[config.mk]
export PLATFORM = sky130hd
export DESIGN_NAME = gcer_relax
export DESIGN_NICKNAME = d
export VERILOG_FILES = /design/src/rtl/core/gcer_pkg.sv /design/src/rtl/core/gcer_relax.sv
export SDC_FILE = /design/constraint.sdc
export NUM_CORES = 1
export LEC_CHECK = 0
export BUFFER_PORTS_ARGS = -buffer_cell sky130_fd_sc_hd__buf_2
export CAP_MARGIN = 20
export CORE_ASPECT_RATIO = 0.5
export CORE_MARGIN = 8
export CORE_UTILIZATION = 46
export DETAILED_ROUTE_END_ITERATION = 10
export PLACE_DENSITY_LB_ADDON = 0.2
export SLEW_MARGIN = 15
export SYNTH_ARGS = -nofsm -noshare
export SYNTH_HDL_FRONTEND = slang
export SYNTH_SLANG_ARGS = --single-unit
[constraint.sdc]
create_clock -name vclk -period 8.45
set_input_delay 1.69 -clock vclk [all_inputs]
set_output_delay 1.69 -clock vclk [all_outputs]
set_load 0.03 [all_outputs]
[src/rtl/core/gcer_pkg.sv]
// Shared constants, command codes and control structs for the edge relaxer.
package gcer_pkg;

  localparam int MAX_NODES = 16384;
  localparam int MAX_EDGES = 65536;
  localparam int NODE_AW   = $clog2(MAX_NODES);
  localparam int EDGE_AW   = $clog2(MAX_EDGES);
  localparam int COLOR_W   = 32;
  localparam int CMD_W     = 3;

  localparam logic [COLOR_W-1:0] COLOR_MIN = {1'b1, {(COLOR_W-1){1'b0}}};

  typedef enum logic [CMD_W-1:0] {
    CMD_WRITE    = 3'd0,
    CMD_SNAPSHOT = 3'd1,
    CMD_VISIT    = 3'd2,
    CMD_READ     = 3'd3,
    CMD_CLEAR    = 3'd4
  } cmd_e;

  // Per-vertex walk state carried between edges
  typedef struct packed {
    logic [COLOR_W-1:0] running;
    logic               violated;
    logic               in_prog;
    logic               over;
    logic               stale;
  } relax_state_t;

  // Everything one executed command produces
  typedef struct packed {
    logic [COLOR_W-1:0] color;
    logic               changed;
    logic               over;
    logic [COLOR_W-1:0] running;
    logic               violated;
    logic               in_prog;
    logic               color_we;
    logic [COLOR_W-1:0] color_wdata;
    logic               snap_we;
  } relax_res_t;

endpackage

[src/rtl/core/gcer_relax.sv]
// Read-modify-write step: decodes one command against the memory read data.
module gcer_relax (
  input  logic [gcer_pkg::CMD_W-1:0]   cmd_i,
  input  logic [gcer_pkg::NODE_AW-1:0] vertex_i,
  input  logic [gcer_pkg::NODE_AW-1:0] neighbor_i,
  input  logic [gcer_pkg::COLOR_W-1:0] value_i,
  input  logic                         last_i,
  input  logic [gcer_pkg::COLOR_W-1:0] vtx_rd_i,
  input  logic [gcer_pkg::COLOR_W-1:0] nbr_rd_i,
  input  logic [gcer_pkg::COLOR_W-1:0] snap_rd_i,
  input  gcer_pkg::relax_state_t       st_i,
  output gcer_pkg::relax_res_t         res_o
);

  always_comb begin
    logic [gcer_pkg::COLOR_W-1:0] rc;
    logic [gcer_pkg::COLOR_W-1:0] nc;
    logic                         viol;

    res_o          = '0;
    res_o.running  = st_i.running;
    res_o.violated = st_i.violated;
    res_o.in_prog  = st_i.in_prog;
    res_o.over     = st_i.over;
    rc             = st_i.running;
    nc             = st_i.stale ? snap_rd_i : nbr_rd_i;
    viol           = st_i.violated;

    case (cmd_i)
      gcer_pkg::CMD_WRITE: begin
        res_o.color       = value_i;
        res_o.color_we    = 1'b1;
        res_o.color_wdata = value_i;
      end
      gcer_pkg::CMD_SNAPSHOT: begin
        res_o.color   = nbr_rd_i;
        res_o.snap_we = 1'b1;
      end
      gcer_pkg::CMD_VISIT: begin
        // Start a new vertex from its stored color
        if (!st_i.in_prog) begin
          rc   = vtx_rd_i;
          viol = 1'b0;
        end
        // Lower toward an upward neighbor that is not above
        if (vertex_i < neighbor_i && $signed(rc) >= $signed(nc)) begin
          viol = 1'b1;
          rc   = nc;
        end
        res_o.color   = rc;
        res_o.in_prog = 1'b1;
        // Close the vertex and write back on a violation
        if (last_i) begin
          if (viol) begin
            if (rc != gcer_pkg::COLOR_MIN) begin
              rc = rc - gcer_pkg::COLOR_W'(1);
            end
            res_o.color       = rc;
            res_o.color_we    = 1'b1;
            res_o.color_wdata = rc;
            res_o.over        = 1'b1;
            res_o.changed     = 1'b1;
          end
          viol          = 1'b0;
          res_o.in_prog = 1'b0;
        end
        res_o.running  = rc;
        res_o.violated = viol;
      end
      gcer_pkg::CMD_READ: begin
        res_o.color = vtx_rd_i;
      end
      gcer_pkg::CMD_CLEAR: begin
        res_o.over = 1'b0;
      end
      default: begin
        res_o.color = '0;
      end
    endcase
  end

endmodule

Yosys cells after proc, flatten, opt, wreduce, memory -nomap -nowiden
Cells that the tools add are included.
Cells by class
  add/sub/neg operators: 1
  multiply operators: 0
  divide/modulo/power cells: 0
  magnitude comparators: 2
  eq/ne operators: 5
  shifts and indexed selects: 0
  muxes and demuxes: 22
  bitwise logic cells: 0
  reductions and logical operators: 2
Operators by type and width (number)
  $mux 32: 8
  $mux 34: 4
  $pmux 32 s4: 1
  $pmux 33 s2: 1
  $mux 33: 1
  $ge 32x32->1: 1
  $ne 32x32->1 const B: 1
  $sub 32x1->32 const B: 1
  $lt 14x14->1: 1
  $eq 3x2->1 const B: 2
  $mux 1: 6
  $eq 3x1->1 const B: 1
  $eq 3x3->1 const B: 1
  $logic_not 3->1: 1
  $pmux 1 s2: 1
  $logic_and 1x1->1: 1
Storage, ports and cells
  bits in registers: 0
  latch bits: 0
  RAM bits: 0
  ROM bits: 0
  input bits: 196
  output and inout bits: 102
  word-level logic and storage cells: 32
  memories kept: 0

Longest topological paths before layout
  depth in word-level cells: 11
  gate-level depth with buffers: 28
  gate-level depth less buffers: 21

Worst setup path after synthesis
OpenSTA, ideal clock, no wires.
  path kind: input to output
  start point: input port st_i[2] (netlist name)
  end point: output port res_o[46] (netlist name)
  arrival: 7.728 ns
  required time: 6.760 ns
  setup slack: -0.968 ns
  stages on the path: 28
  buffers on the path: 7
  path through: buf_4 -> buf_6 -> buf_6 -> buf_2 -> buf_1 -> mux2i_1 -> inv_1 -> ha_1 -> a21oi_1 -> o21ai_0 -> a221oi_1 -> nand2_1 -> or4_1 -> nand2_2 -> buf_2 -> buf_2 -> a21oi_1 -> inv_1 -> ha_1 -> o2111a_1 -> and4bb_2 -> nand3_1 -> and3_1 -> o2111a_1 -> or3_1 -> o211ai_1 -> a22oi_1 -> o21ai_0
RTL lines
  start, declared: line gcer_relax.sv:11  | input gcer_pkg::relax_state_t st_i,
  end, declared: line gcer_relax.sv:12  | output gcer_pkg::relax_res_t res_o

==> results.sh <==
export IMPL_outcome="complete, no violations"
export IMPL_setup_viol=0
export IMPL_grt_first_pass_wirelength_mm=54.6
export IMPL_remaining_drc_errors=0
export IMPL_first_iter_violations=981
export IMPL_numPlacedInstances=1558
export IMPL_criticalPathCategory="input pin to primary output"
export IMPL_critical_path_top_delay_family="simple AND/OR/NAND/NOR gates"
export IMPL_drive_above_1_share_pct=38.0
export IMPL_post_layout_nonfiller_instances=1576
export IMPL_period_needed_ps=8360
export IMPL_seq_area_frac_synth_pct=0
export IMPL_core_region_area_mm2=0.0143
export IMPL_drtPass1Iterations=5
export IMPL_max_cap_violations=0
export IMPL_max_vdd_ir_drop_mv=0.0842
export IMPL_final_net_count=1623
export IMPL_timing_hold_worst_class="input pin to primary output"
export IMPL_die_height_um=101
export IMPL_slew_viol_final=0
export IMPL_power_frac_clock_pct=0
export IMPL_powerDensity_mw_per_mm2=91.1
export IMPL_dpl_hpwl_mm=29.0
export IMPL_critical_path_max_stage_delay_ps=450
export IMPL_cp_end_kind="primary output"
export IMPL_crit_arrival_ps=6670
export IMPL_synthCells=1037
export IMPL_detail_route_wl_per_cell_um=23.7
export IMPL_clock_buffers=0
export IMPL_power_switching_share_pct=63.5
export IMPL_worst_path_max_fanout=17
export IMPL_worst_path_buf_inv=4
export IMPL_grt_pass1_vias=10000
export IMPL_internal_power_uw=318
export IMPL_power_leakage_nw=4.47
export IMPL_grt_start_max_net_pins=55
export IMPL_std_cell_rows=31
export IMPL_total_vias_in_the_final_route=10100
export IMPL_layout_area_seq_um2=0
export IMPL_detailed_route_wire_length_mm=37.4
export IMPL_areaGrowthSynthToFinish_pct=43.3
export IMPL_io_pins=298
export IMPL_p_sw_uw=554
export IMPL_crit_path_cell_chain="buf_8, buf_6, mux2i_1, ha_1, nand4_1, or3_1, a21o_1, a21oi_4, nor4_4, buf_4, nor2_4, nand2_2, o21ai_4, ha_4, nand2b_1, nor4_4, nand3_2, and3_1, and2_1, mux2_4, a211oi_4, a2111oi_4, or3_4, buf_4"
export IMPL_tightestPinTransition_ps=996
export IMPL_power_frac_comb_pct=100.0
export IMPL_setup_worst_path_start="st_i[0]"
export IMPL_crit_path_launch_type="input pin"
export IMPL_ant_nets=0
export IMPL_die_area_mm2=0.0189
export IMPL_globalplace_congestion=1.01
export IMPL_commonest_non_fill_non_tap_cell_in_the_layout="sky130_fd_sc_hd__buf_2"
export IMPL_timing_max_slew_rel_slack_pct=33.5
export IMPL_power_share_sequential_pct=0
export IMPL_totalNegativeSetupSlack_ps=0
export IMPL_grt_antenna_before_repair=0
export IMPL_synth_area_per_cell_um2=6.44
export IMPL_required_ps=6760
export IMPL_worst_hold_startpoint="value_i[7]"
export IMPL_grt_total_usage_pct=35.5
export IMPL_viasPerCell=6.44
export IMPL_diodes=0
export IMPL_seq_cells=0
export IMPL_mappedNetlistNets=1280
export IMPL_yosys_warnings=0
export IMPL_synthDistinctLibCells=74
export IMPL_max_clock_freq_mhz=120
export IMPL_final_period_utilization_pct=98.9
export IMPL_initial_utilization_pct=46.7
export IMPL_io_buffer_count=298
export IMPL_cts_hold_buf=0
export IMPL_synthesis_area_mm2=0.00668
export IMPL_fill_cells=1286
export IMPL_grt_overflow=0
export IMPL_layout_common_cells="295 x sky130_fd_sc_hd__buf_2, 137 x sky130_fd_sc_hd__nand2_1, 98 x sky130_fd_sc_hd__buf_4"
export IMPL_overall_die_width_um=186
export IMPL_final_hold_violation_count=0
export IMPL_worst_path_max_delay_cell="sky130_fd_sc_hd__mux2i_1"
power by group through the flow:
stage                     combinational, mW  clock [mW]  sequential (mW)
after detailed placement              0.794           0                0
after floorplan                       0.517           0                0
after global routing                  0.923           0                0
final                                 0.872           0                0
after global placement                0.782           0                0
after CTS                             0.800           0                0
area by class of cell:
cell class | count | area [µm²] | area share [%]
tap | 198 | 248 | 2.59
multi-input combinational | 930 | 6720 | 70.2
timing repair buffer | 406 | 2440 | 25.5
inverter | 42 | 158 | 1.65
kinds of logic (layout without fill, tap and decap cells):
logic type | count (synthesis) | in the layout | synth area share, %
and+or+nand+nor | 427 | 427 | 32.0
AOI/OAI and AO/OA | 292 | 292 | 27.6
muxes | 109 | 109 | 17.5
buffers and inverters | 107 | 448 | 6.91
xor gates and xnor gates | 55 | 55 | 7.21
adders and majority gates | 47 | 47 | 8.80
timing repair:
action                     CTS  global route
setup endpoints to repair   10            79
hold endpoints to repair     0             0
resized for setup            4            72
setup buffers                0            17
pin swaps                    0            19
gates cloned                 0             2
worst paths after layout:
kind                     to  slack, ps  cells after the start
setup / recovery  res_o[82]         90                     24
hold / removal     res_o[8]       3740                      4
cells in the mapped netlist, types with 4 or more instances:
cell | number | area share (%)
sky130_fd_sc_hd__nand2_1 | 140 | 7.9
sky130_fd_sc_hd__o21ai_0 | 98 | 7.3
sky130_fd_sc_hd__nor2_1 | 83 | 4.7
sky130_fd_sc_hd__mux2i_1 | 78 | 12
sky130_fd_sc_hd__a21oi_1 | 66 | 4.9
sky130_fd_sc_hd__ha_1 | 47 | 8.8
sky130_fd_sc_hd__nand3_1 | 46 | 3.4
sky130_fd_sc_hd__inv_1 | 42 | 2.4
sky130_fd_sc_hd__clkbuf_1 | 39 | 2.2
sky130_fd_sc_hd__xnor2_1 | 35 | 4.6
sky130_fd_sc_hd__nor3_1 | 33 | 2.5
sky130_fd_sc_hd__mux2_2 | 23 | 3.9
sky130_fd_sc_hd__nand4_1 | 20 | 1.9
sky130_fd_sc_hd__xor2_1 | 20 | 2.6
sky130_fd_sc_hd__o221ai_1 | 19 | 2.5
sky130_fd_sc_hd__o211ai_1 | 17 | 1.9
sky130_fd_sc_hd__nor3b_1 | 16 | 1.8
sky130_fd_sc_hd__buf_2 | 15 | 1.1
sky130_fd_sc_hd__and2_1 | 14 | 1.3
sky130_fd_sc_hd__a31oi_1 | 13 | 1.2
sky130_fd_sc_hd__and3_1 | 13 | 1.2
sky130_fd_sc_hd__or3_1 | 11 | 1.0
sky130_fd_sc_hd__a21o_1 | 9 | 1.0
sky130_fd_sc_hd__nor4_1 | 9 | 0.84
sky130_fd_sc_hd__nor2b_1 | 8 | 0.75
sky130_fd_sc_hd__o22ai_1 | 8 | 0.75
sky130_fd_sc_hd__a211oi_1 | 7 | 0.79
sky130_fd_sc_hd__a22o_1 | 7 | 0.92
sky130_fd_sc_hd__nand2b_1 | 7 | 0.66
sky130_fd_sc_hd__o21ai_1 | 6 | 0.45
sky130_fd_sc_hd__buf_1 | 5 | 0.28
sky130_fd_sc_hd__buf_6 | 5 | 0.84
sky130_fd_sc_hd__mux2i_2 | 5 | 1.0
sky130_fd_sc_hd__nor4b_1 | 5 | 0.66
sky130_fd_sc_hd__o32ai_1 | 5 | 0.66
sky130_fd_sc_hd__a22oi_1 | 4 | 0.45
sky130_fd_sc_hd__o31ai_1 | 4 | 0.45
sky130_fd_sc_hd__or2_2 | 4 | 0.37
routing by layer:
layer	track usage, %	wire length, µm	up-vias
met1	45.2	15100	4744
li1	-	-	4539
met2	59.4	16500	719
met5	0	0	-
met3	6.12	4130	140
met4	14.0	1660	0
worst min-delay path: cells and delay by family:
kind                   cells  cell delay [ps]
buffers and inverters      2              270
AO/OA/AOI/OAI              1               50
AND/OR/NAND/NOR            1               40
metrics by stage:
| stage | area (µm²) | util, % | total power [mW] | setup WS (ps) | hold slack [ps] |
|---|---|---|---|---|---|
| 2_1_floorplan | 6890 | - | 0.517 | 31.1 | 3490 |
| 3_5_place_dp | 9020 | 63.0 | 0.794 | -120 | 3740 |
| 3_3_place_gp | 9010 | 63.0 | 0.782 | 2.65 | 3740 |
| 5_1_grt | 9570 | 66.9 | 0.923 | -63.9 | 3770 |
| 6_report | 9570 | 66.9 | 0.872 | 90.3 | 3740 |
| 4_1_cts | 9040 | 63.2 | 0.800 | 46.4 | 3740 |
(Power assumes the default switching activity.)
