File: src/rtl/core/gcer_ram.sv
// Generic single-write, single-read synchronous RAM with registered read data.
module gcer_ram #(
  parameter int Width = 32,
  parameter int Depth = 16
) (
  input  logic                     clk_i,
  input  logic                     we_i,
  input  logic [$clog2(Depth)-1:0] waddr_i,
  input  logic [Width-1:0]         wdata_i,
  input  logic                     re_i,
  input  logic [$clog2(Depth)-1:0] raddr_i,
  output logic [Width-1:0]         rdata_o
);

  logic [Width-1:0] mem [Depth];
  logic [Width-1:0] rdata_q;

  // Write port and registered read port
  always_ff @(posedge clk_i) begin
    if (we_i) begin
      mem[waddr_i] <= wdata_i;
    end
    if (re_i) begin
      rdata_q <= mem[raddr_i];
    end
  end

  assign rdata_o = rdata_q;

endmodule

File: config.mk
export PLATFORM = sky130hd
export DESIGN_NAME = gcer_ram
export DESIGN_NICKNAME = d
export VERILOG_FILES = /design/src/rtl/core/gcer_ram.sv
export SDC_FILE = /design/constraint.sdc
export NUM_CORES = 1
export LEC_CHECK = 0
export BUFFER_PORTS_ARGS = -buffer_cell sky130_fd_sc_hd__buf_2
export CORE_ASPECT_RATIO = 0.7
export CORE_MARGIN = 4
export CORE_UTILIZATION = 55
export DETAILED_ROUTE_END_ITERATION = 7
export PLACE_DENSITY = 0.75
export SETUP_SLACK_MARGIN = 0.5
export SYNTH_ARGS = -nofsm -noshare
export SYNTH_HDL_FRONTEND = slang
export SYNTH_SLANG_ARGS = --single-unit
export TNS_END_PERCENT = 100
File: constraint.sdc
create_clock -name clk_i -period 3.8 [get_ports clk_i]
set_clock_uncertainty 0.2 [all_clocks]
set_input_delay 0.19 -clock clk_i [delete_from_list [all_inputs] [get_ports clk_i]]
set_output_delay 0.19 -clock clk_i [all_outputs]
set_load 0.005 [all_outputs]
* Yosys cells after proc, flatten, opt, wreduce, memory -nomap -nowiden
Memories as Yosys holds them, arrays and structs flattened. A register that Yosys moved wholly into a read port is not among the register bits.
Index checks and enable logic that the tools add are counted.
** Storage, ports and cells
- Register bits :: 0
- Word-level logic and storage cells :: 3
- Bits in writable memories :: 512
- Memories kept :: 1
- Output and inout bits :: 32
** Memories
- mem :: depth 16, bits a word 32, read ports 1, clocked after memory_dff 1, wr ports 1, line 15 : logic [Width-1:0] mem [Depth];
** Cells by class
- Muxes and demuxes :: 2
** Operator list (number)
- $mux W1 :: 2

* Depth between registers and ports, before layout
Gate-level depths: netlist (run 1).
- Depth in word-level cells :: 2
- Gate-level depth with buffers :: 5
- Depth with buffers taken out :: 3

* Worst setup path after synthesis (run 1)
Ideal clock, no wire load.
- Kind :: in2reg
- Start :: input waddr_i[2]
- End :: memory mem[0][0] (enable)
- Stages :: 2
- Data required time :: 3.139 ns
- Setup time :: 0.461 ns
- Path slack :: 0.230 ns
- Arrival time :: 2.908 ns
- Cell sequence :: or3b_2 -> nor3_1
** RTL lines
- start, declared :: line 8 : input logic [$clog2(Depth)-1:0] waddr_i,
- end, declared :: line 15
No word-level cell before the write port.

* Worst setup path in the final report (run 1)
- Start :: input waddr_i[1]
- End :: memory mem[15][30] (enable)
No word-level cell before the write port.

==> run_results.csv, run 1 <==
group,metric,value,unit
sta,final_max_slew_viol_count,0,
grt,busiest_layer,"met2",
logic_synthesis,netlist_area,20170,um^2
clocking,root_buffer,"clkbuf_16",
logic_synthesis,ys_types,17,
routing,dr.pass1.iters,5,
routing,viasPerCell,6.209,
grt,grt_usage,21.99,%
sta,finalCriticalPeriod,2.365,ns
clocking,cts_buffers,49,
logic_synthesis,seq_area_frac_synth,80.97,%
worst_setup_path,cp_cell_sequence,"dlygate4sd3_1 -> buf_2 -> nand2_1 -> nor2_4 -> buf_4",
sta,grt_setup_unrepaired,"false",
worst_setup_path,arrival,2.39,ns
grt,grt_use_met3,4.749,%
worst_setup_path,critical_path.top_delay_family,"buffers and inverters",
sta,finalCritPeriodShare,62.24,%
sta,setup_viol,0,
floorplan,start_util,55.94,%
worst_setup_path,cpPeakStageDelay,0.67,ns
clocking,clk_pin_slew,0.06,ns
floorplan,fp.coreArea,36070,um^2
grt,antenna_found_initial,0,
clocking,clock_latency,0.57,ns
power_and_ir_drop,vdd_ir_drop_max,0.4042,mV
final_layout,layout_common_cells,"edfxtp_1 (544), mux4_2 (128), buf_2 (72), a22oi_1 (64), clkbuf_16 (51)",
sta,slew-limit-headroom,22.39,%
sta,finalHoldViolations,0,
worst_setup_path,cp_slowest_cell,"nor2_4",
floorplan,ios,75,
final_layout,final_common_cell,"edfxtp_1",
worst_setup_path,cp-end-kind,"register",
grt,grt_overflow,0,
routing,drc_errors,0,
routing,vias,9345,
clocking,cts_sinks,544,
grt,grt_max_degree,45,
sta,fin_tns_setup,0,ns
final_layout,finalNetCount,1030,
final_layout,antenna_cells,0,
logic_synthesis,mappedNetlistNets,881,
floorplan,die_h,168.2,um
sta,clock.fmax,422.8,MHz
placement,place_congestion,0.7327,
placement,hpwl,23.49,mm
worst_setup_path,path_class,"input pin to register",
logic_synthesis,synth-warning-count,0,
grt,grt.met2_usage,33.83,%
final_layout,final_util,64.75,%
routing,finalWirelength,42.88,mm
worst_hold_path,hp-class,"input pin to register",
grt,grt_pass1_vias,9767,
floorplan,dieWidth,236.9,um
clocking,max-clock-path-buffers,3,
routing,drtIter0Drc,1342,
final_layout,syn2layout_area_growth,15.77,%
outcome,status,"complete, no violations",
job,drv_cap,0,
logic_synthesis,ys_ff_latch,544,
logic_synthesis,synthCells,838,
clocking,htreeDepth,2,
sta,setup_ws,1.435,ns
routing,ant_nets,0,
logic_synthesis,synth.largest_area_cell,"edfxtp_1",
clocking,post-cts-setup-buffers,0,
logic_synthesis,yosys.area.top_type_share,80.97,%
routing,wl_per_cell,28.49,um
placement,place_ws,1.359,ns
grt,grt_use_met1,33.53,%
logic_synthesis,synth_area_leaders,"edfxtp_1 (81%), mux4_2 (14%), a22oi_1 (2.4%)",
worst_setup_path,startpoint_type,"input pin",
floorplan,num_rows,58,
worst_setup_path,crit_required,3.83,ns
worst_setup_path,path_buf_inv,3,
placement,portBuffers,74,
power_and_ir_drop,cellLeakagePower,7.514,nW
grt,grt_pass1_wl,64.74,mm
logic_synthesis,synth.avg_cell_area,24.07,um^2
worst_setup_path,critPathMaxFanout,17,
power_and_ir_drop,p_per_area,529.0,nW/um^2
floorplan,die-area,39860,um^2
clocking,cts_tree,"built",
sta,tightest_slew,1.164,ns
final_layout,drive_above_1_share,32.00,%
## report_power, final
part | leakage, nW | total (mW) | internal [mW] | switching [mW]
Sequential | 4.94 | 6.80 | 6.76 | 0.0399
Combinational | 1.78 | 0.615 | 0.262 | 0.353
Clock | 0.791 | 4.94 | 2.87 | 2.07
Total | 7.51 | 12.4 | 9.89 | 2.47
## cells by family (layout without fill, tap and decap cells)
logic type             count (synthesis)  in the layout  synth area share [%]
AO/OA/AOI/OAI                         64             64                 2.382
multiplexers                         128            128                 14.29
AND/OR/NAND/NOR                       59             59                 1.253
buffers and inverters                 43            230                 1.104
flip-flops                           544            544                 80.97
## state kept, by name, summed over array words and instances, names as in the netlist
register,count
mem,512
rdata_o,32
## synthesized netlist by cell type
library cell	number
edfxtp_1	544
nand2_1	33
mux4_2	128
and2_1	1
buf_4	11
or3b_2	1
buf_6	2
a22oi_1	64
nand3_1	1
nor2b_1	2
clkbuf_1	17
nand3b_1	2
nor3_1	4
nor2_1	13
buf_2	4
buf_1	9
nand2b_1	2
## worst paths after layout
path	start	to	slack (ns)	cells after the start
worst max-delay path	waddr_i[1]	mem[15][30]	1.43	5
worst min register to register	mem[14][5]	rdata_o[5]	0.55	3
worst max register to register	mem[10][23]	rdata_o[23]	2.06	3
worst min-delay path	waddr_i[0]	mem[4][3]	0.09	3
## layout make-up
cell class                 count  area, um^2
sequential                   544       16340
fill                        2268       12710
multi-input combinational    251        3756
clock buffer                  63        1321
timing repair buffer         141        1057
tap                          480       600.6
clock inverter                26       284.0
## worst reg2reg max path: stages (launching register included)
cell and delay, ns:
edfxtp_1 0.42, mux4_2 0.51, a22oi_1 0.26, nand2_1 0.09
## layer usage
metal	vias to the layer above	share of wire [%]
li1	3903	-
met1	4915	41
met2	475	48
met3	52	9.3
met4	0	1.5
met5	-	0
## per-stage QoR
stage                     power, mW  instance area (um^2)  instances  hold WS, ns
final                         12.35                 23350       1505      0.09222
after global routing          12.75                 23350       1505      0.09436
after CTS                     12.43                 23350       1505      0.06914
after detailed placement      7.514                 21410       1382       0.3794
after global placement        7.497                 21410       1382       0.3657
after floorplan               7.241                 20180        838      0.08887
## what timing repair did
item / CTS / global route
resized for setup: 0 / 0
hold endpoints to repair: 521 / 0
hold buffers: 34 / 0
No activity file was read; power rests on OpenSTA's default activity.
==> run 2: changes to the inputs <==
Settings changed: ABC_AREA set to 1, PLACE_DENSITY 0.75 to 0.72.
Clock period 3.8 ns to 2.35 ns, I/O delays scaled along.
==> run 2 against run 1 <==
Effect of this change: design area rose by 12%; critical path type unchanged; total power rose by 62%; first-iteration DRC count rose by 18%; sequential power rose by 62%; synthesized cell count rose to 2.5 times the previous value; via count rose by 59%; non-clock buffer count rose by 14; clock power rose by 58%; critical endpoint is now rdata_o[2]; sequential cell count did not move; final cell count rose by 86%; highest routed layer is now met5.
==> run_results.csv, run 2 <==
group,metric,value,unit
sta,clock.fmax,622.4,MHz
power_and_ir_drop,power,20.07,mW
outcome,status,"complete, no violations",
grt,grt_pass1_vias,14380,
logic_synthesis,synth_most_common_cell,"nand2_1",
worst_setup_path,cp_cell_sequence,"dlygate4sd3_1 -> buf_2 -> clkinv_1 -> buf_4 -> nand3_1 -> nand2_1",
logic_synthesis,synthCells,2120,
worst_setup_path,r2r_end,"rdata_o[28]",
logic_synthesis,yosys-top-cells-count,"nand2_1 (677), edfxtp_1 (544), inv_1 (388)",
final_layout,layout_common_cells,"nand2_1 (677), edfxtp_1 (544), inv_1 (386), nand3_1 (385), buf_2 (72)",
final_layout,final_common_cell,"nand2_1",
logic_synthesis,synth-warning-count,0,
grt,antenna_found_initial,1,
routing,vias,14880,
worst_setup_path,critical_path.top_delay_family,"buffers and inverters",
routing,ant_nets,0,
worst_hold_path,hp-class,"input pin to register",
worst_setup_path,cpPeakStageDelay,0.52,ns
logic_synthesis,ys_types,14,
sta,finalHoldViolations,0,
worst_setup_path,reg2reg_from,"mem[11][28]",
logic_synthesis,synth.avg_cell_area,10.87,um^2
grt,grt_pass1_wl,81.79,mm
routing,highest_layer,"met5",
placement,portBuffers,74,
worst_setup_path,crit_end,"rdata_o[2]",
final_layout,drive_above_1_share,9.256,%
routing,finalWirelength,52.72,mm
worst_setup_path,startpoint_type,"input pin",
sta,finalCriticalPeriod,1.607,ns
final_layout,finalNetCount,2265,
floorplan,dieWidth,252.7,um
sta,fin_tns_setup,0,ns
logic_synthesis,synth_edf_count,544,
worst_setup_path,cp-end-kind,"register",
floorplan,die-area,45300,um^2
grt,grt_overflow,0,
routing,dr_wl_met3,4.496,mm
routing,drc_errors,0,
logic_synthesis,synthFlopType,"edfxtp_1",
clocking,cts_buffers,50,
final_layout,largest_register_ffs,512,
sta,tightest_slew,0.7363,ns
worst_setup_path,path_class,"input pin to register",
routing,viasPerCell,5.310,
floorplan,start_util,55.96,%
grt,grt_usage,23.46,%
final_layout,final_util,63.23,%
logic_synthesis,yosys.area.top_type_share,70.87,%
clocking,htreeDepth,2,
worst_setup_path,critPathMaxFanout,17,
logic_synthesis,synth_area_leaders,"edfxtp_1 (71%), nand2_1 (11%), nand3_1 (8.4%)",
final_layout,antenna_cells,0,
clocking,clock_latency,0.59,ns
floorplan,ios,75,
placement,hpwl,28.19,mm
clocking,cts_tree,"built",
clocking,root_buffer,"clkbuf_16",
worst_setup_path,r2r_cells,6,
job,drv_cap,0,
placement,place_congestion,0.7660,
power_and_ir_drop,cellLeakagePower,11.02,nW
placement,dpl.cell_count,2680,
logic_synthesis,synth.largest_area_cell,"edfxtp_1",
logic_synthesis,mappedNetlistNets,2163,
logic_synthesis,ys_ff_latch,544,
final_layout,design_area,26050,um^2
logic_synthesis,seq_area_frac_synth,70.87,%
clocking,cts_sinks,544,
worst_setup_path,cp_slowest_cell,"dlygate4sd3_1",
worst_setup_path,path_depth,6,
worst_setup_path,cp-startpoint,"raddr_i[3]",
sta,slew-limit-headroom,50.91,%
logic_synthesis,async_reset_ff_share,0,%
grt,grt_max_degree,106,
routing,wirelength_met1,22.39,mm
final_layout,syn2layout_area_growth,13.00,%
sta,setup_viol,0,
power_and_ir_drop,p_per_area,770.7,nW/um^2
floorplan,die_h,179.3,um
sta,grt_setup_unrepaired,"false",
placement,placed_area,24160,um^2
worst_setup_path,path_buf_inv,4,
clocking,max-clock-path-buffers,3,
routing,drtIter0Drc,1584,
routing,wl_per_cell,18.81,um
floorplan,fp.coreArea,41190,um^2
final_layout,final_cells,2802,
routing,dr.pass1.iters,5,
worst_setup_path,reg2reg_slack,0.93,ns
routing,wl_met2,24.29,mm
clocking,clk_pin_slew,0.06,ns
power_and_ir_drop,vdd_ir_drop_max,0.5771,mV
worst_setup_path,crit_required,2.46,ns
worst_setup_path,arrival,1.72,ns
final_layout,largest_register,"mem",
sta,finalCritPeriodShare,68.37,%
floorplan,num_rows,62,
sta,final_max_slew_viol_count,0,
logic_synthesis,netlist_area,23050,um^2
-- run 2: changes by cell type in the layout (fill, tap and decap cells not counted), sizes merged, moves of 2 or more --
| cell | previous run | this run |
|---|---|---|
| nand2 | 33 | 677 |
| nand3 | 1 | 385 |
| nand2b | 2 | 0 |
| nor2 | 13 | 17 |
| buf | 106 | 120 |
| nor3 | 4 | 0 |
| mux4 | 128 | 0 |
| bufinv | 6 | 4 |
| inv | 2 | 391 |
| a22oi | 64 | 0 |
| clkinv | 17 | 26 |
| clkbuf | 64 | 57 |
| nor2b | 2 | 0 |
-- run 2: worst min-delay path by stage --
stage / startpoint / end / slack, ns / cells after the start
2_1_floorplan: wdata_i[0] / mem[0][0] / 0.02 / 0
4_1_cts: raddr_i[2] / rdata_o[5] / 0.008 / 5
3_5_place_dp: wdata_i[6] / mem[2][6] / 0.30 / 1
5_1_grt: raddr_i[2] / rdata_o[4] / 0.03 / 5
6_report: raddr_i[2] / rdata_o[4] / 0.04 / 5
3_3_place_gp: wdata_i[12] / mem[1][12] / 0.30 / 1
-- run 2: metal layers --
layer | global-route usage (%) | vias to the layer above
met5 | 0 | -
met4 | 6.684 | 2
met3 | 3.770 | 107
met2 | 38.27 | 625
met1 | 33.26 | 7069
li1 | - | 7075
-- run 2: stage by stage --
step                setup WS [ns]  hold WS, ns
floorplan                 0.03980      0.01637
global placement           0.4858       0.2982
detailed placement         0.4630       0.3042
CTS                        0.7787     0.008470
global route               0.6709      0.03336
finish                     0.7433      0.03526
-- run 2: layout make-up --
type,count,area [um^2]
clock buffer,56,1274
clock inverter,32,269.0
fill,3123,15140
inverter,390,1471
multi-input combinational,1081,4667
sequential,544,16340
tap,544,680.7
timing repair buffer,155,1350
-- run 2: cells by family after synthesis --
logic type / Yosys count / synth area share, %
flops: 544 / 70.87
simple gates: 1081 / 19.73
buf+inv: 495 / 9.407
-- run 2: worst register-to-register path, cell delays in order (launching register included) --
cell,delay (ns)
edfxtp_1,0.38
inv_1,0.07
nand2_1,0.04
nand3_1,0.09
nand3_1,0.11
nand3_1,0.18
nand2_1,0.07
-- run 2: power by group --
part	total [mW]	switching [mW]	internal [mW]
clock	7.79	3.46	4.33
sequential	11.0	0.0649	10.9
combinational	1.29	0.890	0.401
-- run 2: repair_timing --
item                                   4_1_cts  5_1_grt
setup endpoints to repair                    0        0
setup buffers                                0        0
hold buffers                                34        0
gates resized for setup                      0        0
endpoints found under the hold margin      538        0
